**src/rtl/core/ppp_pkg.sv**
```systemverilog
// ----------------------------------------------------------------------------
// ppp_pkg
// Types and constants shared by the perspective point projection pipeline.
// ----------------------------------------------------------------------------
package ppp_pkg;

   localparam int COORD_W  = 32;
   localparam int COEF_W   = 21;
   localparam int ROW_W    = 3 * COEF_W;
   localparam int DIFF_W   = COORD_W + 1;
   localparam int PROD_W   = COEF_W + DIFF_W;
   localparam int MAG_W    = 56;
   localparam int LOW_W    = 16;
   localparam int QUO_W    = 32;
   localparam int DIV_STEPS = QUO_W;

   localparam logic [MAG_W-1:0] ONE_Q33 = MAG_W'(1) << 33;
   localparam logic [COORD_W-1:0] SAT_POS = 32'h7FFF_FFFF;
   localparam logic [COORD_W-1:0] SAT_NEG = 32'h8000_0000;

   localparam logic [2:0] REG_ROW_ZERO = 3'd0;
   localparam logic [2:0] REG_ROW_ONE  = 3'd1;
   localparam logic [2:0] REG_ROW_TWO  = 3'd2;
   localparam logic [2:0] REG_CENTER_X = 3'd3;
   localparam logic [2:0] REG_CENTER_Y = 3'd4;
   localparam logic [2:0] REG_CENTER_Z = 3'd5;

   typedef struct packed {
      logic signed [COORD_W-1:0] point_x;
      logic signed [COORD_W-1:0] point_y;
      logic signed [COORD_W-1:0] point_z;
   } req_type;

   typedef struct packed {
      logic signed [COORD_W-1:0] image_x;
      logic signed [COORD_W-1:0] image_y;
      logic signed [COORD_W-1:0] inverse_depth;
      logic                      depth_zero;
   } rsp_type;

   // One numerator in flight through the divider.
   typedef struct packed {
      logic [MAG_W-1:0] rem;
      logic [LOW_W-1:0] low;
      logic [QUO_W-1:0] quo;
      logic             huge;
      logic             neg;
      logic             num_neg;
      logic             num_zero;
   } num_type;

   typedef struct packed {
      num_type [2:0]    num;
      logic [MAG_W-1:0] den;
      logic             dz;
   } div_type;

endpackage

```
**src/rtl/core/ppp_div_step.sv**
```systemverilog
// ----------------------------------------------------------------------------
// ppp_div_step
// One registered restoring-division step for the three numerators that share
// the projected depth as divisor.
// ----------------------------------------------------------------------------
module ppp_div_step (
   input  logic             clock,
   input  logic             reset,
   input  logic             in_valid,
   input  ppp_pkg::div_type in_data,
   output logic             out_valid,
   output ppp_pkg::div_type out_data
);

   logic             valid_ff;
   ppp_pkg::div_type data_ff;
   ppp_pkg::div_type data_in;

   always_comb begin
      logic [ppp_pkg::MAG_W:0] part;
      logic [ppp_pkg::MAG_W:0] diff;
      data_in = in_data;
      for (int j = 0; j < 3; j++) begin
         part = {in_data.num[j].rem, in_data.num[j].low[ppp_pkg::LOW_W-1]};
         diff = part - {1'b0, in_data.den};
         data_in.num[j].low = {in_data.num[j].low[ppp_pkg::LOW_W-2:0], 1'b0};
         if (!diff[ppp_pkg::MAG_W]) begin
            data_in.num[j].rem = diff[ppp_pkg::MAG_W-1:0];
            data_in.num[j].quo = {in_data.num[j].quo[ppp_pkg::QUO_W-2:0], 1'b1};
         end else begin
            data_in.num[j].rem = part[ppp_pkg::MAG_W-1:0];
            data_in.num[j].quo = {in_data.num[j].quo[ppp_pkg::QUO_W-2:0], 1'b0};
         end
      end
   end

   always_ff @(posedge clock) begin
      if (reset) begin
         valid_ff <= 1'b0;
      end else begin
         valid_ff <= in_valid;
      end
   end

   always_ff @(posedge clock) begin
      data_ff <= data_in;
   end

   assign out_valid = valid_ff;
   assign out_data  = data_ff;

endmodule

```
**config.mk**
```make
export PLATFORM = sky130hd
export DESIGN_NAME = ppp_div_step
export DESIGN_NICKNAME = d
export VERILOG_FILES = /design/src/rtl/core/ppp_pkg.sv /design/src/rtl/core/ppp_div_step.sv
export SDC_FILE = /design/constraint.sdc
export NUM_CORES = 1
export LEC_CHECK = 0
export BUFFER_PORTS_ARGS = -buffer_cell sky130_fd_sc_hd__buf_2
export CAP_MARGIN = 30
export CORE_AREA = 2 2 296 298
export CTS_CLUSTER_DIAMETER = 200
export DETAILED_ROUTE_END_ITERATION = 6
export DIE_AREA = 0 0 298 300
export PLACE_DENSITY = 0.52
export SETUP_SLACK_MARGIN = 0.02
export SLEW_MARGIN = 20
export SYNTH_ARGS = -nofsm -noshare
export SYNTH_HDL_FRONTEND = slang
export SYNTH_SLANG_ARGS = --single-unit
```
**constraint.sdc**
```tcl
create_clock -name clock -period 4.7 [get_ports clock]
set_input_delay 0.705 -clock clock [delete_from_list [all_inputs] [get_ports clock]]
set_output_delay 0.705 -clock clock [all_outputs]
set_load 0.02 [all_outputs]
```
Word level (Yosys, flattened, before mapping)
Index checks and enable logic that the tools add are counted.
{ "word_totals": {"reg_bits": 379, "input_bits": 384, "word_cells": 33} }
{ "op_classes": {"addsub": 3, "n_mux": 6} }
{ "op_table": {"columns": ["cell", "n"], "rows": [
  ["subtractor 57 x 56 -> 57 bit", 3],
  ["2-to-1 mux 56 bit", 3],
  ["2-to-1 mux 1 bit", 3]
]} }

Depth between registers and ports, before layout
{ "depth": {"word_depth": 2, "ltp_mapped": 17} }

Worst setup path after synthesis
No wires, ideal clock.
{ "synth_path": {"path_kind": "in2reg", "start": "input in_data[216] in the netlist's numbering", "end": "register data_ff (netlist bit out_data[244])", "setup_time_ns": 0.121, "arrival_time_ns": 3.663, "required_time_ns": 4.579, "slack_ns": 0.917, "path_stages": 16, "cell_sequence": "inv_1 > ha_1 > inv_1 > fa_1 > a211oi_1 > o21bai_1 > a41oi_1 > a21boi_1 > o211ai_1 > nand3_1 > a31oi_1 > o21ai_1 > xnor2_1 > buf_2 > buf_2 > mux2_2"} }
{ "synth_lines": {"columns": ["item", "line_no", "text"], "rows": [
  ["start: declaration", "ppp_div_step.sv:10", "input ppp_pkg::div_type in_data,"],
  ["end signal: assignment", "ppp_div_step.sv:46", "data_ff <= data_in;"],
  ["end: declaration", "ppp_div_step.sv:16", "ppp_pkg::div_type data_ff;"]
]} }

==> impl_metrics.tcl <==
set metrics [dict create \
    status "complete, no violations" \
    ys_ff_latch 379 \
    peakVddDrop_uv 279 \
    die_w_um 298 \
    cts-resized-gates 0 \
    grt_pass1_wl_um 134000 \
    yosysWarnings 0 \
    dpl.hpwl_um 83300 \
    die_h_um 300 \
    place_area_sq_um 25000 \
    vias_per_cell 4.63 \
    hold_end "out_data[107]" \
    totalWireLength_um 96700 \
    grt_pass1_vias 19000 \
    via_count 19400 \
    cap_violations 0 \
    hold_path.startpoint "in_data[106]" \
    grt_max_degree 69 \
    gr-total-overflow 0 \
    cts_tree "built" \
    synth_top_area_frac 0.391 \
    clock-sinks 379 \
    cp_max_fo 18 \
    boundaryPins 766 \
    holdPathStages 1 \
    ant_nets 0 \
    power_per_cell_area_nw_per_um2 410 \
    cts_made_buffers 46 \
    netlist_instances 2190 \
    final_nets 3544 \
    floorplan.initialDensity 0.225 \
    root_buffer "clkbuf_16" \
    hold_viol 0 \
    rows 108 \
    drt_iter0_drc 1021 \
    max_freq_ghz 0.241 \
    firstDrtPassIters 5 \
    setup_viol 0 \
    area_growth_pct 36.8 \
    worstMarginPinSlew_ns 0.814 \
    htree_levels 2 \
    fin_ws_ns 0.558 \
    arrival_ns 4.62 \
    clkTransAtPathRegs_ns 0.06 \
    drc 0 \
    async_reset_ff_frac 0 \
    wire_per_inst_um 23.1 \
    avgSynthCellArea_sq_um 8.85 \
    synth_cell_type_count 75 \
    critical_path_required_ns 5.18 \
    synth_flop_cell "dfxtp_1" \
    antenna_found_initial 39 \
    worstSetupEndpointType "flop" \
    coreArea_sq_um 86200 \
    fillers 9339 \
    synth_area_sq_um 19400 \
    slew_violations 0 \
    ys_seq_area_frac 0.391 \
    cts_buffer_depth 3 \
    stdcell_area_sq_um 26500 \
    final.period_utilization 0.881 \
    min_path_type "input port to flop" \
    yosysTopAreaCell "dfxtp_1" \
    cts_setup_buffers 0 \
    dp_slack_ns -0.0375 \
    drive_above_1_share 0.324 \
    rsz0062_at_grt "no" \
    tns_ns 0 \
    gp_congestion 0.926 \
    gr-usage-all-layers 0.206 \
    period_needed_ns 4.14 \
    critPathKind "input port to flop" \
    portBuffers 759 \
    synthTopCellsByArea "dfxtp_1, ha_1, o21ai_0" \
    hold_buffers 0 \
    synth_edf_count 0 \
    dieArea_sq_um 89400 \
    crit_path_start_kind "input port" \
    leakagePower_nw 12.7 \
    relSlewSlack 0.454 \
]
[cells by family after synthesis]
kind of cell	Yosys count	synth area share
flip-flops	379	0.391
adder cells (fa/ha/maj)	171	0.112
AND/OR/NAND/NOR	539	0.130
buffers and inverters	205	0.0432
XOR/XNOR	148	0.0669
AO/OA/AOI/OAI	680	0.219
multiplexers	67	0.0383
other	1	0.000193
[layout make-up]
type,count,area (sq um),area share
antenna,8,20.0,0.000755
clock buffer,67,1290,0.0487
clock inverter,16,248,0.00934
inverter,116,435,0.0164
multi-input combinational,1608,11000,0.414
sequential,379,7590,0.286
tap,1155,1450,0.0545
timing repair buffer,838,4500,0.170
[worst max path at each step]
stage	startpoint	end	slack, ns	depth (start not counted)
final	in_data[324]	out_data[377]	0.56	18
after global routing	in_data[2]	out_data[380]	0.40	14
after CTS	in_data[2]	out_data[380]	0.58	14
after detailed placement	in_data[2]	out_data[380]	-0.04	14
after global placement	in_data[324]	out_data[377]	-0.02	18
after floorplan	in_data[216]	out_data[244]	0.92	16
[per-layer routing]
metal / wire (um) / GRT usage
met2: 49700 / 0.385
met1: 37400 / 0.230
met4: 2720 / 0.0548
met3: 6820 / 0.0514
met5: 149 / 0
[critical path, stage by stage]
cell and delay (ns):
buf_2 0.12, inv_1 0.05, ha_1 0.21, inv_1 0.08, fa_1 0.24, a211oi_1 0.11
buf_4 0.15, o211ai_1 0.27, nand2_1 0.24, a2111oi_0 0.78, o21ai_1 0.13, buf_4 0.18
a21boi_1 0.31, or3_1 0.24, o311ai_4 0.13, buf_4 0.19, buf_12 0.14, o41ai_1 0.34
[registers in the layout (all words and copies together) (netlist names)]
signal / flops
out_valid: 1
out_data: 378
[power by group]
group          leakage (nW)  switching [mW]  total, mW  internal (mW)
registers              3.20           0.125       3.75           3.63
logic                  8.79            2.14       3.40           1.26
clock network         0.743            1.53       3.72           2.19
[through the flow]
step	hold slack, ns	utilization	total power, mW	cells
4_1_cts	0.161	0.307	11.0	4179
3_5_place_dp	0.809	0.289	7.23	4096
6_report	0.208	0.308	10.9	4187
5_1_grt	0.178	0.307	11.4	4182
2_1_floorplan	0.733	-	5.81	2192
3_3_place_gp	0.807	0.289	7.24	4096
[synthesized netlist by cell type (4+ instances only)]
master	n
o31a_1	10
o31ai_1	21
nor4_1	7
o41ai_1	4
a21o_1	89
or3_1	4
nor3_1	32
a21oi_1	184
o21ai_0	186
o21bai_1	33
nand2b_1	18
a31oi_1	17
inv_1	115
mux2i_1	9
o21ai_1	18
clkbuf_1	60
a21boi_0	10
and3_1	22
ha_1	168
o211ai_1	15
a41oi_1	6
and2_1	8
a311oi_1	5
dfxtp_1	379
mux2_1	5
a221oi_1	6
nor2b_1	24
and4_1	5
mux2_2	53
nor2_1	99
nand4_1	50
buf_2	17
or2_2	8
nand3_1	27
a211oi_1	19
o21a_1	21
nand2_1	226
buf_4	8
xnor2_1	87
xor2_1	61
[placed cells by master, fill, tap and decap left out, types with 46 or more instances in the layout]
master	count
buf_2	759
dfxtp_1	379
nand2_1	225
o21ai_0	186
a21oi_1	184
ha_1	168
inv_1	115
nor2_1	99
a21o_1	89
xnor2_1	86
buf_4	70
xor2_1	61
mux2_2	53
nand4_1	50
clkbuf_16	46
Note: power is estimated with default switching activity, not from simulation.
